`src/design/ptu_pkg.sv`:
```
// shared types, constants and helper functions for the page table update engine
package ptu_pkg;

	localparam int TABLE_SLOTS = 16;
	localparam int ENTRIES     = 512;
	localparam int SLOT_W      = $clog2(TABLE_SLOTS);
	localparam int IDX_W       = $clog2(ENTRIES);
	localparam int ADDR_W      = SLOT_W + IDX_W;
	localparam int CNT_W       = $clog2(TABLE_SLOTS + 1);
	localparam int FRAME_W     = 40;

	localparam logic [1:0] CMD_MAP   = 2'd0;
	localparam logic [1:0] CMD_UNMAP = 2'd1;
	localparam logic [1:0] CMD_ATTR  = 2'd2;

	localparam logic [1:0] ST_OK       = 2'd0;
	localparam logic [1:0] ST_INVALID  = 2'd1;
	localparam logic [1:0] ST_NOT_PRES = 2'd2;
	localparam logic [1:0] ST_NO_SPACE = 2'd3;

	localparam int B_P   = 0;
	localparam int B_RW  = 1;
	localparam int B_US  = 2;
	localparam int B_PWT = 3;
	localparam int B_PCD = 4;
	localparam int B_PS  = 7;
	localparam int B_G   = 8;
	localparam int B_PATL = 12;
	localparam int B_NX  = 63;

	typedef struct packed {
		logic [1:0]         cmd;
		logic [63:0]        vaddr;
		logic [FRAME_W-1:0] frame;
		logic [1:0]         size_sel;
		logic               writable;
		logic               user;
		logic               no_exec;
		logic               write_through;
		logic               cache_off;
		logic               global_map;
		logic               pat;
	} cmd_t;

	typedef struct packed {
		logic              we;
		logic [ADDR_W-1:0] waddr;
		logic [63:0]       wdata;
		logic              re;
		logic [ADDR_W-1:0] raddr;
	} mem_req_t;

	function automatic logic [IDX_W-1:0] lvl_idx(input logic [63:0] va, input logic [1:0] lv);
		logic [IDX_W-1:0] r;
		case (lv)
			2'd0:    r = va[47:39];
			2'd1:    r = va[38:30];
			2'd2:    r = va[29:21];
			default: r = va[20:12];
		endcase
		return r;
	endfunction

	function automatic logic [63:0] attr_bits(input cmd_t c, input logic leaf);
		logic [63:0] a;
		a = '0;
		a[B_RW]  = c.writable;
		a[B_US]  = c.user;
		a[B_NX]  = c.no_exec;
		a[B_PWT] = c.write_through;
		a[B_PCD] = c.cache_off;
		a[B_G]   = c.global_map;
		if (leaf) begin
			a[B_PS] = c.pat;
		end else begin
			a[B_PATL] = c.pat;
		end
		return a;
	endfunction

	function automatic logic [63:0] keep_mask(input logic leaf);
		logic [63:0] k;
		k = '0;
		k[B_RW]  = 1'b1;
		k[B_US]  = 1'b1;
		k[B_NX]  = 1'b1;
		k[B_PWT] = 1'b1;
		k[B_PCD] = 1'b1;
		k[B_G]   = 1'b1;
		if (leaf) begin
			k[B_PS] = 1'b1;
		end else begin
			k[B_PATL] = 1'b1;
		end
		return k;
	endfunction

endpackage

```
`src/design/ptu_seq.sv`:
```
// sequencer: table walk, slot allocation, table clear and emptiness scan over one memory port
module ptu_seq (
	input  logic                          clk,
	input  logic                          arst_n,
	input  logic                          start,
	input  ptu_pkg::cmd_t                 cmd_in,
	input  logic [ptu_pkg::FRAME_W-1:0]   base,
	output logic                          busy,
	output logic                          done,
	output logic [1:0]                    status,
	output logic                          flush_tlb,
	output ptu_pkg::mem_req_t             mreq,
	input  logic [63:0]                   rdata
);

	localparam logic [3:0] S_INIT  = 4'd0;
	localparam logic [3:0] S_IDLE  = 4'd1;
	localparam logic [3:0] S_CHECK = 4'd2;
	localparam logic [3:0] S_WRD   = 4'd3;
	localparam logic [3:0] S_WCHK  = 4'd4;
	localparam logic [3:0] S_FREE  = 4'd5;
	localparam logic [3:0] S_ALLOC = 4'd6;
	localparam logic [3:0] S_CLR   = 4'd7;
	localparam logic [3:0] S_LEAF  = 4'd8;
	localparam logic [3:0] S_SCAN  = 4'd9;
	localparam logic [3:0] S_PRD   = 4'd10;
	localparam logic [3:0] S_PWR   = 4'd11;

	localparam int SW = ptu_pkg::SLOT_W;
	localparam int IW = ptu_pkg::IDX_W;

	logic [3:0]                       state_q;
	ptu_pkg::cmd_t                    c_q;
	logic [1:0]                       lv_q;
	logic [1:0]                       leaf_lv_q;
	logic [1:0]                       need_q;
	logic [SW-1:0]                    path_q [4];
	logic [ptu_pkg::TABLE_SLOTS-1:0]  inuse_q;
	logic [IW:0]                      cnt_q;
	logic                             pend_q;
	logic                             done_q;
	logic [1:0]                       status_q;
	logic                             flush_q;

	// helpers on the entry just read
	logic [ptu_pkg::FRAME_W-1:0] ch_d;
	logic                        ch_ok;
	logic                        e_p;
	logic                        e_ps;
	logic [ptu_pkg::CNT_W-1:0]   free_cnt;
	logic [SW-1:0]               low_free;
	logic [IW-1:0]               idx_cur;
	logic [IW-1:0]               idx_up;
	logic [1:0]                  lv_up;
	logic [1:0]                  lv_nx;
	logic                        canon;
	logic                        bad_req;
	logic [63:0]                 ptr_ent;
	logic [63:0]                 leaf_ent;
	logic [ptu_pkg::FRAME_W-1:0] ptr_frame;

	assign e_p   = rdata[ptu_pkg::B_P];
	assign e_ps  = rdata[ptu_pkg::B_PS];
	assign ch_d  = rdata[51:12] - base;
	assign ch_ok = (ch_d != '0) && (ch_d < ptu_pkg::FRAME_W'(ptu_pkg::TABLE_SLOTS))
		&& inuse_q[ch_d[SW-1:0]];
	assign lv_up   = lv_q - 2'd1;
	assign lv_nx   = lv_q + 2'd1;
	assign idx_cur = ptu_pkg::lvl_idx(c_q.vaddr, lv_q);
	assign idx_up  = ptu_pkg::lvl_idx(c_q.vaddr, lv_up);
	assign canon   = (c_q.vaddr[63:47] == '0) || (c_q.vaddr[63:47] == '1);

	always_comb begin
		free_cnt = '0;
		low_free = '0;
		for (int i = ptu_pkg::TABLE_SLOTS - 1; i >= 1; i--) begin
			if (!inuse_q[i]) begin
				free_cnt = free_cnt + ptu_pkg::CNT_W'(1);
				low_free = SW'(i);
			end
		end
	end

	always_comb begin
		bad_req = 1'b0;
		case (c_q.cmd)
			ptu_pkg::CMD_MAP: begin
				case (c_q.size_sel)
					2'd0: bad_req = c_q.vaddr[11:0] != '0;
					2'd1: bad_req = (c_q.vaddr[20:0] != '0) || (c_q.frame[8:0] != '0);
					2'd2: bad_req = (c_q.vaddr[29:0] != '0) || (c_q.frame[17:0] != '0);
					default: bad_req = 1'b1;
				endcase
			end
			ptu_pkg::CMD_UNMAP: bad_req = c_q.vaddr[11:0] != '0;
			ptu_pkg::CMD_ATTR:  bad_req = 1'b0;
			default:            bad_req = 1'b1;
		endcase
		if (!canon) begin
			bad_req = 1'b1;
		end
	end

	assign ptr_frame = base + ptu_pkg::FRAME_W'(low_free);

	always_comb begin
		ptr_ent = '0;
		ptr_ent[ptu_pkg::B_P]  = 1'b1;
		ptr_ent[ptu_pkg::B_RW] = 1'b1;
		ptr_ent[ptu_pkg::B_US] = 1'b1;
		ptr_ent[11:9]  = 3'd4 - 3'(lv_q);
		ptr_ent[51:12] = ptr_frame;
		leaf_ent = ptu_pkg::attr_bits(c_q, leaf_lv_q == 2'd3);
		leaf_ent[ptu_pkg::B_P] = 1'b1;
		leaf_ent[ptu_pkg::B_PS] = (leaf_lv_q != 2'd3) | leaf_ent[ptu_pkg::B_PS];
		leaf_ent[11:9]  = 3'd4 - 3'(leaf_lv_q);
		leaf_ent[51:12] = c_q.frame;
	end

	// memory port requests
	always_comb begin
		mreq = '0;
		case (state_q)
			S_INIT: begin
				mreq.we    = 1'b1;
				mreq.waddr = {SW'(0), cnt_q[IW-1:0]};
			end
			S_WRD: begin
				mreq.re    = 1'b1;
				mreq.raddr = {path_q[lv_q], idx_cur};
			end
			S_WCHK: begin
				mreq.waddr = {path_q[lv_q], idx_cur};
				if (c_q.cmd != ptu_pkg::CMD_MAP && e_p
					&& (lv_q == 2'd3 || (lv_q != 2'd0 && e_ps))) begin
					mreq.we = 1'b1;
					if (c_q.cmd == ptu_pkg::CMD_ATTR) begin
						mreq.wdata = (rdata & ~ptu_pkg::keep_mask(lv_q == 2'd3))
							| ptu_pkg::attr_bits(c_q, lv_q == 2'd3);
					end else begin
						mreq.wdata = rdata & ~64'd1;
					end
				end
			end
			S_ALLOC: begin
				mreq.we    = 1'b1;
				mreq.waddr = {path_q[lv_q], idx_cur};
				mreq.wdata = ptr_ent;
			end
			S_CLR: begin
				mreq.we    = 1'b1;
				mreq.waddr = {path_q[lv_nx], cnt_q[IW-1:0]};
			end
			S_LEAF: begin
				mreq.we    = 1'b1;
				mreq.waddr = {path_q[leaf_lv_q], ptu_pkg::lvl_idx(c_q.vaddr, leaf_lv_q)};
				mreq.wdata = leaf_ent;
			end
			S_SCAN: begin
				mreq.re    = !cnt_q[IW];
				mreq.raddr = {path_q[lv_q], cnt_q[IW-1:0]};
			end
			S_PRD: begin
				mreq.re    = 1'b1;
				mreq.raddr = {path_q[lv_up], idx_up};
			end
			S_PWR: begin
				mreq.we    = 1'b1;
				mreq.waddr = {path_q[lv_up], idx_up};
				mreq.wdata = rdata & ~64'd1;
			end
			default: mreq = '0;
		endcase
	end

	always_ff @(posedge clk) begin
		if (state_q == S_IDLE && start) begin
			c_q <= cmd_in;
		end
	end

	always_ff @(posedge clk or negedge arst_n) begin
		if (!arst_n) begin
			state_q   <= S_INIT;
			lv_q      <= '0;
			leaf_lv_q <= '0;
			need_q    <= '0;
			for (int i = 0; i < 4; i++) begin
				path_q[i] <= '0;
			end
			inuse_q   <= ptu_pkg::TABLE_SLOTS'(1);
			cnt_q     <= '0;
			pend_q    <= 1'b0;
			done_q    <= 1'b0;
			status_q  <= ptu_pkg::ST_OK;
			flush_q   <= 1'b0;
		end else begin
			done_q <= 1'b0;
			case (state_q)
				S_INIT: begin
					cnt_q <= cnt_q + (IW+1)'(1);
					if (cnt_q[IW-1:0] == '1) begin
						state_q <= S_IDLE;
					end
				end
				S_IDLE: begin
					if (start) begin
						state_q <= S_CHECK;
					end
				end
				S_CHECK: begin
					lv_q      <= '0;
					path_q[0] <= '0;
					leaf_lv_q <= 2'd3 - c_q.size_sel;
					if (bad_req) begin
						state_q  <= S_IDLE;
						done_q   <= 1'b1;
						status_q <= ptu_pkg::ST_INVALID;
						flush_q  <= 1'b0;
					end else begin
						state_q <= S_WRD;
					end
				end
				S_WRD: state_q <= S_WCHK;
				S_WCHK: begin
					if (c_q.cmd == ptu_pkg::CMD_MAP) begin
						if (lv_q != leaf_lv_q) begin
							if (!e_p) begin
								need_q  <= leaf_lv_q - lv_q;
								state_q <= S_FREE;
							end else if ((lv_q != 2'd0 && e_ps) || !ch_ok) begin
								state_q  <= S_IDLE;
								done_q   <= 1'b1;
								status_q <= ptu_pkg::ST_INVALID;
								flush_q  <= 1'b0;
							end else begin
								path_q[lv_nx] <= ch_d[SW-1:0];
								lv_q          <= lv_nx;
								state_q       <= S_WRD;
							end
						end else if (leaf_lv_q != 2'd3 && e_p && !e_ps) begin
							state_q  <= S_IDLE;
							done_q   <= 1'b1;
							status_q <= ptu_pkg::ST_INVALID;
							flush_q  <= 1'b0;
						end else begin
							need_q  <= '0;
							state_q <= S_FREE;
						end
					end else begin
						if (!e_p) begin
							state_q  <= S_IDLE;
							done_q   <= 1'b1;
							status_q <= (c_q.cmd == ptu_pkg::CMD_ATTR) ?
								ptu_pkg::ST_NOT_PRES : ptu_pkg::ST_OK;
							flush_q  <= 1'b0;
						end else if (lv_q == 2'd3 || (lv_q != 2'd0 && e_ps)) begin
							if (c_q.cmd == ptu_pkg::CMD_ATTR) begin
								state_q  <= S_IDLE;
								done_q   <= 1'b1;
								status_q <= ptu_pkg::ST_OK;
								flush_q  <= 1'b1;
							end else begin
								cnt_q   <= '0;
								pend_q  <= 1'b0;
								state_q <= S_SCAN;
							end
						end else if (!ch_ok) begin
							state_q  <= S_IDLE;
							done_q   <= 1'b1;
							status_q <= ptu_pkg::ST_INVALID;
							flush_q  <= 1'b0;
						end else begin
							path_q[lv_nx] <= ch_d[SW-1:0];
							lv_q          <= lv_nx;
							state_q       <= S_WRD;
						end
					end
				end
				S_FREE: begin
					if (ptu_pkg::CNT_W'(need_q) > free_cnt) begin
						state_q  <= S_IDLE;
						done_q   <= 1'b1;
						status_q <= ptu_pkg::ST_NO_SPACE;
						flush_q  <= 1'b0;
					end else if (need_q == '0) begin
						state_q <= S_LEAF;
					end else begin
						state_q <= S_ALLOC;
					end
				end
				S_ALLOC: begin
					inuse_q[low_free] <= 1'b1;
					path_q[lv_nx]     <= low_free;
					cnt_q             <= '0;
					state_q           <= S_CLR;
				end
				S_CLR: begin
					cnt_q <= cnt_q + (IW+1)'(1);
					if (cnt_q[IW-1:0] == '1) begin
						lv_q <= lv_nx;
						if (lv_nx == leaf_lv_q) begin
							state_q <= S_LEAF;
						end else begin
							state_q <= S_ALLOC;
						end
					end
				end
				S_LEAF: begin
					state_q  <= S_IDLE;
					done_q   <= 1'b1;
					status_q <= ptu_pkg::ST_OK;
					flush_q  <= 1'b1;
				end
				S_SCAN: begin
					pend_q <= !cnt_q[IW];
					if (!cnt_q[IW]) begin
						cnt_q <= cnt_q + (IW+1)'(1);
					end
					if (pend_q && rdata[ptu_pkg::B_P]) begin
						state_q  <= S_IDLE;
						done_q   <= 1'b1;
						status_q <= ptu_pkg::ST_OK;
						flush_q  <= 1'b1;
					end else if (cnt_q[IW] && !pend_q) begin
						state_q <= S_PRD;
					end
				end
				S_PRD: state_q <= S_PWR;
				S_PWR: begin
					inuse_q[path_q[lv_q]] <= 1'b0;
					lv_q <= lv_up;
					if (lv_up == 2'd0) begin
						state_q  <= S_IDLE;
						done_q   <= 1'b1;
						status_q <= ptu_pkg::ST_OK;
						flush_q  <= 1'b1;
					end else begin
						cnt_q   <= '0;
						pend_q  <= 1'b0;
						state_q <= S_SCAN;
					end
				end
				default: state_q <= S_IDLE;
			endcase
		end
	end

	assign busy      = state_q != S_IDLE;
	assign done      = done_q;
	assign status    = status_q;
	assign flush_tlb = flush_q;

endmodule

```
`config.mk`:
```
export PLATFORM = sky130hd
export DESIGN_NAME = ptu_seq
export DESIGN_NICKNAME = d
export VERILOG_FILES = /design/src/design/ptu_pkg.sv /design/src/design/ptu_seq.sv
export SDC_FILE = /design/constraint.sdc
export NUM_CORES = 1
export LEC_CHECK = 0
export ABC_CLOCK_PERIOD_IN_PS = 10300
export BUFFER_PORTS_ARGS = -buffer_cell sky130_fd_sc_hd__clkbuf_2
export CORE_MARGIN = 3
export CORE_UTILIZATION = 57
export CTS_CLUSTER_SIZE = 28
export DETAILED_ROUTE_END_ITERATION = 6
export HOLD_SLACK_MARGIN = 0.02
export PLACE_DENSITY = 0.83
export SYNTH_ARGS = -nofsm -noshare
export SYNTH_HDL_FRONTEND = slang
export SYNTH_SLANG_ARGS = --single-unit
```
`constraint.sdc`:
```
create_clock -name clk -period 10.3 [get_ports clk]
set_input_delay 0.515 -clock clk [delete_from_list [all_inputs] [get_ports clk]]
set_output_delay 0.515 -clock clk [all_outputs]
set_load 0.05 [all_outputs]
```
# Word level (Yosys, flattened, before mapping)

Cells that the tools add are included.

Input bits: 222
Memory bits (read-only): 0
Word-level logic and storage cells: 362
Memories: 0
Output and inout bits: 97
Latch bits: 0
Register bits after elaboration: 172
Bits in writable memories: 0

Equality and inequality tests: 56
Div/mod/pow operators: 0
Reduce and logical (&&, ||, !) cells: 55
Multiply operators: 0
Magnitude comparators: 12
Muxes and demuxes: 179
Bitwise logic cells: 11
Add/subtract/negate cells: 23
Shift operators: 0

Operator list:

| operator                                                                       | number |
|---|---|
| 64-bit one-hot mux with 4 select lines                                         | 1 |
| 4-bit two-way mux                                                              | 38 |
| 64-bit two-way mux                                                             | 2 |
| 16-bit two-way mux                                                             | 7 |
| 14-bit one-hot mux with 6 select lines                                         | 1 |
| 9-bit one-hot mux with 3 select lines                                          | 3 |
| 5-bit by 1-bit adder with 5-bit output (second input constant)                 | 14 |
| 5-bit two-way mux                                                              | 14 |
| 64-bit bitwise AND                                                             | 1 |
| 64-bit inverter                                                                | 1 |
| 64-bit OR                                                                      | 1 |
| 10-bit two-way mux                                                             | 6 |
| 2-bit two-way mux                                                              | 28 |
| 1-bit two-way mux                                                              | 54 |
| 10-bit one-hot mux with 5 select lines                                         | 1 |
| 4-bit one-hot mux with 11 select lines                                         | 1 |
| 14-bit one-hot mux with 3 select lines                                         | 1 |
| 40-bit by 4-bit adder with 40-bit output                                       | 1 |
| 40-bit by 5-bit less-than comparator with 1-bit output (second input constant) | 1 |
| 40-bit nonzero test                                                            | 1 |
| 40-bit subtractor                                                              | 1 |
| 4-bit binary-select mux with 2-bit select                                      | 4 |
| 16-bit bitwise mux                                                             | 2 |
| 2-bit inequality test (second input constant)                                  | 16 |
| other kinds (63)                                                               | 136 |

# Logic depth before layout (Yosys ltp)

Gate-level depths: netlist (run 1).

Depth after elaboration: 32
Mapped depth: 47
Depth with buffers taken out: 47

# Worst setup path before layout (run 1)

Ideal clock, no wire load.

Path kind: flip-flop to flip-flop
From: register inuse_q[14] (netlist bit)
To: register status_q[0] (netlist: status[0])
Library setup time: 0.125 ns
Arrival time: 8.578 ns
Slack: 1.597 ns
Buffers on the path: 0
Stages on the path, launching flop included: 48
Required time: 10.175 ns
Clock period less this slack: 8.703 ns
Cell sequence: dfrtp_1 > inv_1 > ha_1 > xor2_2 > inv_1 > ha_1 > xor2_1 > nand2_1 > o31ai_1 > xor2_1 > nor2_1 > a21oi_1 > ha_1 > or2_2 > o21ai_0 > xnor2_1 > nor2_1 > nor2_1 > [12 not listed] > ha_1 > nor2b_1 > a31oi_1 > a31oi_1 > ha_1 > nor2b_1 > a21o_1 > ha_1 > mux2i_1 > ha_1 > nor2b_1 > o21ai_0 > nor2_1 > a31oi_1 > mux2_2 > nor2_4 > a311oi_4 > mux2_4

Longest elaborated chain between the ends: 30
Elaborated cells on any way between the ends: 37
Those cells by class: add/sub: 13; order compare: 1; eq/ne: 3; mux: 16; reduce/logical: 4

RTL lines:

| element                                                  | RTL line       | text |
|---|---|---|
| start: declaration                                       | ptu_seq.sv:38  | `logic [ptu_pkg::TABLE_SLOTS-1:0] inuse_q;` |
| start signal: assignment                                 | ptu_seq.sv:191 | `inuse_q <= ptu_pkg::TABLE_SLOTS'(1);` |
| 5-bit two-way mux                                        | ptu_seq.sv:77  | `if (!inuse_q[i]) begin` |
| 5-bit by 1-bit adder with 5-bit output                   | ptu_seq.sv:78  | `free_cnt = free_cnt + ptu_pkg::CNT_W'(1);` |
| 5-bit two-way mux                                        | ptu_seq.sv:77  |  |
| 5-bit by 1-bit adder with 5-bit output                   | ptu_seq.sv:78  |  |
| 5-bit two-way mux                                        | ptu_seq.sv:77  |  |
| 5-bit by 1-bit adder with 5-bit output                   | ptu_seq.sv:78  |  |
| 5-bit two-way mux                                        | ptu_seq.sv:77  |  |
| 5-bit by 1-bit adder with 5-bit output                   | ptu_seq.sv:78  |  |
| [14 not listed]                                          | -              |  |
| 5-bit two-way mux                                        | ptu_seq.sv:77  |  |
| 5-bit by 1-bit adder with 5-bit output                   | ptu_seq.sv:78  |  |
| 5-bit two-way mux                                        | ptu_seq.sv:77  |  |
| 5-bit by 1-bit adder with 5-bit output                   | ptu_seq.sv:78  |  |
| 5-bit two-way mux                                        | ptu_seq.sv:77  |  |
| 2-bit by 5-bit greater-than comparator with 1-bit output | ptu_seq.sv:281 | `if (ptu_pkg::CNT_W'(need_q) > free_cnt) begin` |
| 2-bit inequality test (no line)                          | -              |  |
| 10-bit AND reduction (no line) (*)                       | -              |  |
| end signal: assignment                                   | ptu_seq.sv:271 | `status_q <= ptu_pkg::ST_INVALID;` |
| end signal: assignment                                   | ptu_seq.sv:284 | `status_q <= ptu_pkg::ST_NO_SPACE;` |
| end signal: assignment                                   | ptu_seq.sv:312 | `status_q <= ptu_pkg::ST_OK;` |
| end: declaration                                         | ptu_seq.sv:42  | `logic [1:0] status_q;` |

Mark *: on every way between the ends. The rest lies on a longest branch, timed or not. The select of a mux whose other input is x is not followed.
A chain may end at the register's enable or synchronous reset.

# Worst setup path in the final report (run 1)

Ends and elaborated chain as after synthesis.

==> flow_metrics.env, run 1 <==
export IMPL_drt_iter0_drc=1947
export IMPL_grt_pass1_wl_um=77300
export IMPL_num_nets_final=2225
export IMPL_clockBufferDepth=2
export IMPL_p_int_mw=2.03
export IMPL_crit_family="adder cells"
export IMPL_yosysTopAreaCell="edfxtp_1"
export IMPL_grt_util_all_layers_pct=33.7
export IMPL_p_sw_share_pct=50.1
export IMPL_fin_crit_sh_pct=91.8
export IMPL_antenna_found_initial=2
export IMPL_finalPower_mw=4.06
export IMPL_fill_cells=2072
export IMPL_cts_buffers=17
export IMPL_setup_slack_ps=844
export IMPL_async_flop_share_pct=32.7
export IMPL_pwr_share_comb_pct=54.1
export IMPL_powerDensity_nw_per_um2=234
export IMPL_portBuffers=318
export IMPL_setup_viol=0
export IMPL_fin_util_pct=68.2
export IMPL_maxSlewViolCount=0
export IMPL_critPathSlowestCell="dfrtp_1"
export IMPL_cts_tree="yes"
export IMPL_gp_congestion=0.963
export IMPL_clock_sinks=171
export IMPL_cts_resized=0
export IMPL_viasPerCell=6.67
export IMPL_finalHoldViolCount=0
export IMPL_ys_warnings_count=0
export IMPL_synth_cell_types=95
export IMPL_worstPathArrival_ps=9810
export IMPL_cts_hold_buffers_added=0
export IMPL_multi_input_area_um2=9440
export IMPL_ys_seq_area_share_pct=32.5
export IMPL_timing_critical_path_buf_inv=3
export IMPL_grt_pass1_vias=14600
export IMPL_synthToLayoutAreaGrowth_pct=16.1
export IMPL_p_switching_mw=2.03
export IMPL_layout_drive_gt1_share_pct=22.7
export IMPL_dieArea_um2=28200
export IMPL_synth_area_per_cell_um2=8.94
export IMPL_ioPinCount=319
export IMPL_vdd_drop_max_mv=0.159
export IMPL_synth_edf_count=115
export IMPL_wl_per_cell_um=21.7
export IMPL_core_area_um2=25500
export IMPL_cap_violations=0
export IMPL_worst_pin_slew_ps=1330
export IMPL_grt_remaining_overflow=0
export IMPL_p_seq_share_pct=28.4
export IMPL_required_ps=10650
export IMPL_fmax_ghz=0.106
export IMPL_syn_instance_count=1673
export IMPL_ys_flop_type="edfxtp_1"
export IMPL_dieWidth_um=168
export IMPL_period_minus_slack_ps=9460
export IMPL_leakagePower_nw=7.39
export IMPL_worst_hold_path_type="in -> async"
export IMPL_clkTransAtPathRegs_ps=90
export IMPL_place_ws_ps=610
export IMPL_status="completed"
export IMPL_synth_top_area_share_pct=23.1
export IMPL_cts_max_level=4
export IMPL_startpoint_type="register"
export IMPL_synthTopCellsByArea="edfxtp_1 (23%), dfrtp_1 (9.4%), ha_1 (6.1%)"
export IMPL_clockPowerShare_pct=17.4
export IMPL_hpwl_um=37500
export IMPL_cpPeakStageDelay_ps=440
export IMPL_drc=0
export IMPL_relSlewSlack_pct=11.6
export IMPL_synthesis_nets=1970
export IMPL_crit_path_end_kind="register"
export IMPL_cts_setup_buffers=0
export IMPL_grt_max_degree=70
export IMPL_netlist_area_um2=15000
export IMPL_die_h_um=168
export IMPL_vias=15200
export IMPL_cp_common_cell="ha_1"
export IMPL_timing_worst_setup_path_type="reg -> reg"
export IMPL_regArea_um2=4850
export IMPL_core_rowCount=58
export IMPL_ys_ff_latch=171
export IMPL_crit_fanout=6
export IMPL_insertion_delay_ps=460
export IMPL_root_buffer="clkbuf_16"
export IMPL_finClkSkew_ps=25.9
export IMPL_drtAntennaViolNets=0
export IMPL_drtPass1Iterations=7
export IMPL_drt_total_wl_um=49400
export IMPL_start_util_pct=58.7
-- path summary, 6_finish.rpt --
| kind | start | end | slack, ps | depth (start not counted) |
|---|---|---|---|---|
| max | inuse_q[14] | status[0] | 840 | 47 |
| min | arst_n | done | 180 | 2 |
| max in group asynchronous | arst_n | path_q[11] | 9580 | 2 |
| min in group clk | cmd_in[60] | c_q[60] | 220 | 1 |
| min reg2reg | c_q[8] | leaf_lv_q[1] | 520 | 1 |
| max reg2reg | inuse_q[14] | status[0] | 840 | 47 |
-- per-layer routing --
metal	track usage [%]	vias to the layer above	share of wire, %
met5	0	-	0.024
met4	14.6	2	4.2
met3	5.59	161	11
met2	54.3	1000	46
met1	45.0	7158	39
li1	-	6851	-
-- power by group through the flow --
stage	combinational, mW	clock (mW)	sequential (mW)
floorplan	1.70	0	1.04
finish	2.20	0.707	1.15
global route	2.36	0.733	1.17
global placement	2.09	0	1.14
CTS	2.15	0.704	1.14
detailed placement	2.14	0	1.15
-- registers in the layout (all words and copies together) (netlist names) --
signal / count
cnt_q: 10
done: 1
need_q: 2
state_q: 4
pend_q: 1
status: 2
lv_q: 2
inuse_q: 15
flush_tlb: 1
leaf_lv_q: 2
path_q: 16
c_q: 115
-- Yosys cell counts, drive strengths merged, types with 9 or more instances --
cell type	instances
o211ai	18
or4	9
inv	98
dfrtp	56
a221o	15
o21bai	12
nand2b	18
nand3	53
clkbuf	79
or3	10
a31oi	18
buf	10
mux4	22
a22oi	53
a22o	21
nor3	30
a222oi	19
ha	73
a21o	29
and3	10
mux2	24
nand2	137
nor2b	30
xor2	26
a211oi	17
a21oi	80
edfxtp	115
nor2	130
xnor2	81
mux2i	41
and2	21
nor4	30
nand4	29
o21ai	135
-- area by class of cell --
cell class	count	share of cell area [%]
sequential	171	27.9
tap	330	2.38
clock buffer	17	2.45
inverter	99	2.16
timing repair buffer	325	9.46
clock inverter	15	1.22
multi-input combinational	1314	54.3
antenna	4	0.0576
-- logic make-up (layout without fill, tap and decap cells) --
group           Yosys count  after routing  share of synthesized area [%]
simple gates            534            534                           17.7
compound gates          504            504                           23.1
buf+inv                 188            456                           4.81
flops                   171            171                           32.5
xor+xnor                112            112                           7.35
mux                      87             87                           8.05
fa+ha+maj                77             77                           6.51
other cells               0              4                              0
-- layout by cell type, fill, tap and decap left out, drive strengths merged, types with 7 or more instances in the layout --
cell and instances:
clkbuf 335, nand2 137, o21ai 135, nor2 130, edfxtp 115, inv 103
xnor2 81, a21oi 80, ha 73, dfrtp 56, nand3 53, a22oi 53
mux2i 41, nor2b 30, nor4 30, nor3 30, nand4 29, a21o 29
xor2 26, mux2 24, mux4 22, a22o 21, and2 21, a222oi 19
nand2b 18, o211ai 18, a31oi 18, a211oi 17, a221o 15, o21bai 12
clkinv 11, or3 10, and3 10, or4 9, o31ai 8, o221ai 8
o21a 7, buf 7
-- metrics by stage --
step	cells	hold slack [ps]	cell area [um2]	setup TNS [ps]
after global placement	2239	459	16700	0
after global routing	2272	214	17400	-16.9
after floorplan	1673	219	15000	0
after CTS	2271	218	17300	0
final	2275	178	17400	0
after detailed placement	2239	487	16700	0
(Power assumes the default switching activity.)
==> run 2: changes to the inputs <==
MAX_ROUTING_LAYER = met4   (was default)
==> run 2 against run 1 <==
Against the previous run:
- the run now ends with DRC left
- total power fell by 0.23%
- maximum frequency fell by 1.1%
- critical path depth did not move
- utilization barely moved
- clock skew fell by 6.9 ps
==> flow_metrics.env, run 2 (synthesized netlist as in run 1, its figures left out) <==
export IMPL_drc=2
export IMPL_fin_util_pct=68.2
export IMPL_worstPathArrival_ps=9890
export IMPL_synthToLayoutAreaGrowth_pct=16.2
export IMPL_clkTransAtPathRegs_ps=80
export IMPL_grt_pass1_vias=14500
export IMPL_dieArea_um2=28200
export IMPL_finalHoldViolCount=0
export IMPL_dp_cells=2239
export IMPL_largest_reg_flops=115
export IMPL_portBuffers=318
export IMPL_worstReg2RegEnd="status[0]"
export IMPL_wl_per_cell_um=21.4
export IMPL_clockBufferDepth=2
export IMPL_r2r_setup_slack_ps=740
export IMPL_startpoint_type="register"
export IMPL_hpwl_um=37400
export IMPL_antenna_found_initial=5
export IMPL_p_int_mw=2.04
export IMPL_die_h_um=168
export IMPL_maxSlewViolCount=0
export IMPL_start_util_pct=58.7
export IMPL_gp_congestion=0.960
export IMPL_grt_remaining_overflow=0
export IMPL_vdd_drop_max_mv=0.182
export IMPL_top_register="c_q"
export IMPL_p_sw_share_pct=49.7
export IMPL_core_rowCount=58
export IMPL_cts_buffers=17
export IMPL_cts_max_level=4
export IMPL_layout_commonest_cell="clkbuf_2"
export IMPL_fmax_ghz=0.105
export IMPL_core_area_um2=25500
export IMPL_final_cell_mix="clkbuf_2 (318), nand2_1 (136), nor2_1 (129), o21ai_0 (129), edfxtp_1 (115)"
export IMPL_viasPerCell=6.58
export IMPL_grt_pass1_wl_um=77200
export IMPL_p_seq_share_pct=28.4
export IMPL_insertion_delay_ps=450
export IMPL_cp_common_cell="ha_1"
export IMPL_clockPowerShare_pct=17.3
export IMPL_drt_total_wl_um=48900
export IMPL_violations="DRC"
export IMPL_root_buffer="clkbuf_16"
export IMPL_worst_hold_path_type="in -> async"
export IMPL_ioPinCount=319
export IMPL_grt_util_all_layers_pct=34.5
export IMPL_crit_path_end_kind="register"
export IMPL_critPathSlowestCell="ha_2"
export IMPL_required_ps=10640
export IMPL_worst_pin_slew_ps=1330
export IMPL_finClkSkew_ps=19.0
export IMPL_leakagePower_nw=7.40
export IMPL_grt_max_degree=69
export IMPL_reg_top3="c_q (115), path_q (16), inuse_q (15)"
export IMPL_powerDensity_nw_per_um2=233
export IMPL_vias=15000
export IMPL_p_switching_mw=2.01
export IMPL_drtAntennaViolNets=0
export IMPL_setup_viol=0
export IMPL_relSlewSlack_pct=11.0
export IMPL_r2r_cells=47
export IMPL_status="finished, violations left"
export IMPL_cts_tree="yes"
export IMPL_crit_fanout=6
export IMPL_worstReg2RegStart="inuse_q[14]"
export IMPL_fin_crit_sh_pct=92.8
export IMPL_dieWidth_um=168
export IMPL_drt_iter0_drc=1871
export IMPL_timing_worst_setup_path_type="reg -> reg"
export IMPL_pwr_share_comb_pct=54.3
export IMPL_period_minus_slack_ps=9560
export IMPL_num_nets_final=2227
export IMPL_drtPass1Iterations=7
export IMPL_cpPeakStageDelay_ps=440
export IMPL_instances_no_fill=2278
export IMPL_cap_violations=0
export IMPL_layout_drive_gt1_share_pct=22.7
export IMPL_clock_sinks=171
[run 2: cell types whose count changed in the layout (fill, tap and decap cells not counted), sizes merged]
cell    delta
diode      +1
inv        +1
clkinv     -1
buf        +2
[run 2: area by class of cell]
class                           count  area [um2]
Multi-Input combinational cell   1314        9420
Fill cell                        2059        8100
Sequential cell                   171        4850
Timing Repair Buffer              327        1660
Clock buffer                       17         425
Tap cell                          330         413
Inverter                           99         375
Clock inverter                     15         215
Antenna cell                        5        12.5
[run 2: timing repair]
item	CTS	global route
resized for setup	0	3
hold endpoints to repair	0	0
setup endpoints to repair	0	5
buffers inserted	0	2
hold buffers	0	0
[run 2: power by group through the flow]
stage / Clock, mW / Sequential [mW] / Combinational (mW)
after floorplan: 0 / 1.04 / 1.70
after global placement: 0 / 1.14 / 2.08
after detailed placement: 0 / 1.15 / 2.13
after CTS: 0.699 / 1.14 / 2.14
after global routing: 0.727 / 1.17 / 2.36
final: 0.700 / 1.15 / 2.20
[run 2: metrics by stage]
step	total power [mW]	hold slack [ps]	setup WS [ps]	area (um2)	setup TNS (ps)
after floorplan	2.74	219	1600	15000	0
after global placement	3.22	468	1010	16700	0
after detailed placement	3.28	476	533	16700	0
after CTS	3.98	226	515	17300	0
after global routing	4.26	218	-19.5	17400	-36.0
final	4.05	209	743	17400	0
[run 2: worst max-delay path by stage]
stage                startpoint        end  slack, ps  cells after the start
global placement    inuse_q[14]  status[1]       1010                     47
finish              inuse_q[14]  status[0]        740                     47
detailed placement  inuse_q[14]  status[0]        530                     47
CTS                 inuse_q[14]  status[0]        510                     47
global route        inuse_q[14]  status[0]        -20                     47
floorplan           inuse_q[14]  status[0]       1600                     47
[run 2: critical path, delay by kind of cell, from the launching register on]
kind	cells	cell delay [ps]
XOR/XNOR	5	1010
flip-flops	1	430
buffers and inverters	3	240
multiplexers	4	770
adder cells (fa/ha/maj)	9	2820
AND/OR/NAND/NOR	13	1750
AO/OA/AOI/OAI	13	2430
[run 2: layer usage]
metal  share of wire [%]  global-route usage (%)  vias up
met4                 3.3                    10.6        0
li1                    -                       -     6844
met1                  40                    45.8     7033
met2                  47                    54.7      976
met5                   0                       -        -
met3                  10                    5.87      129
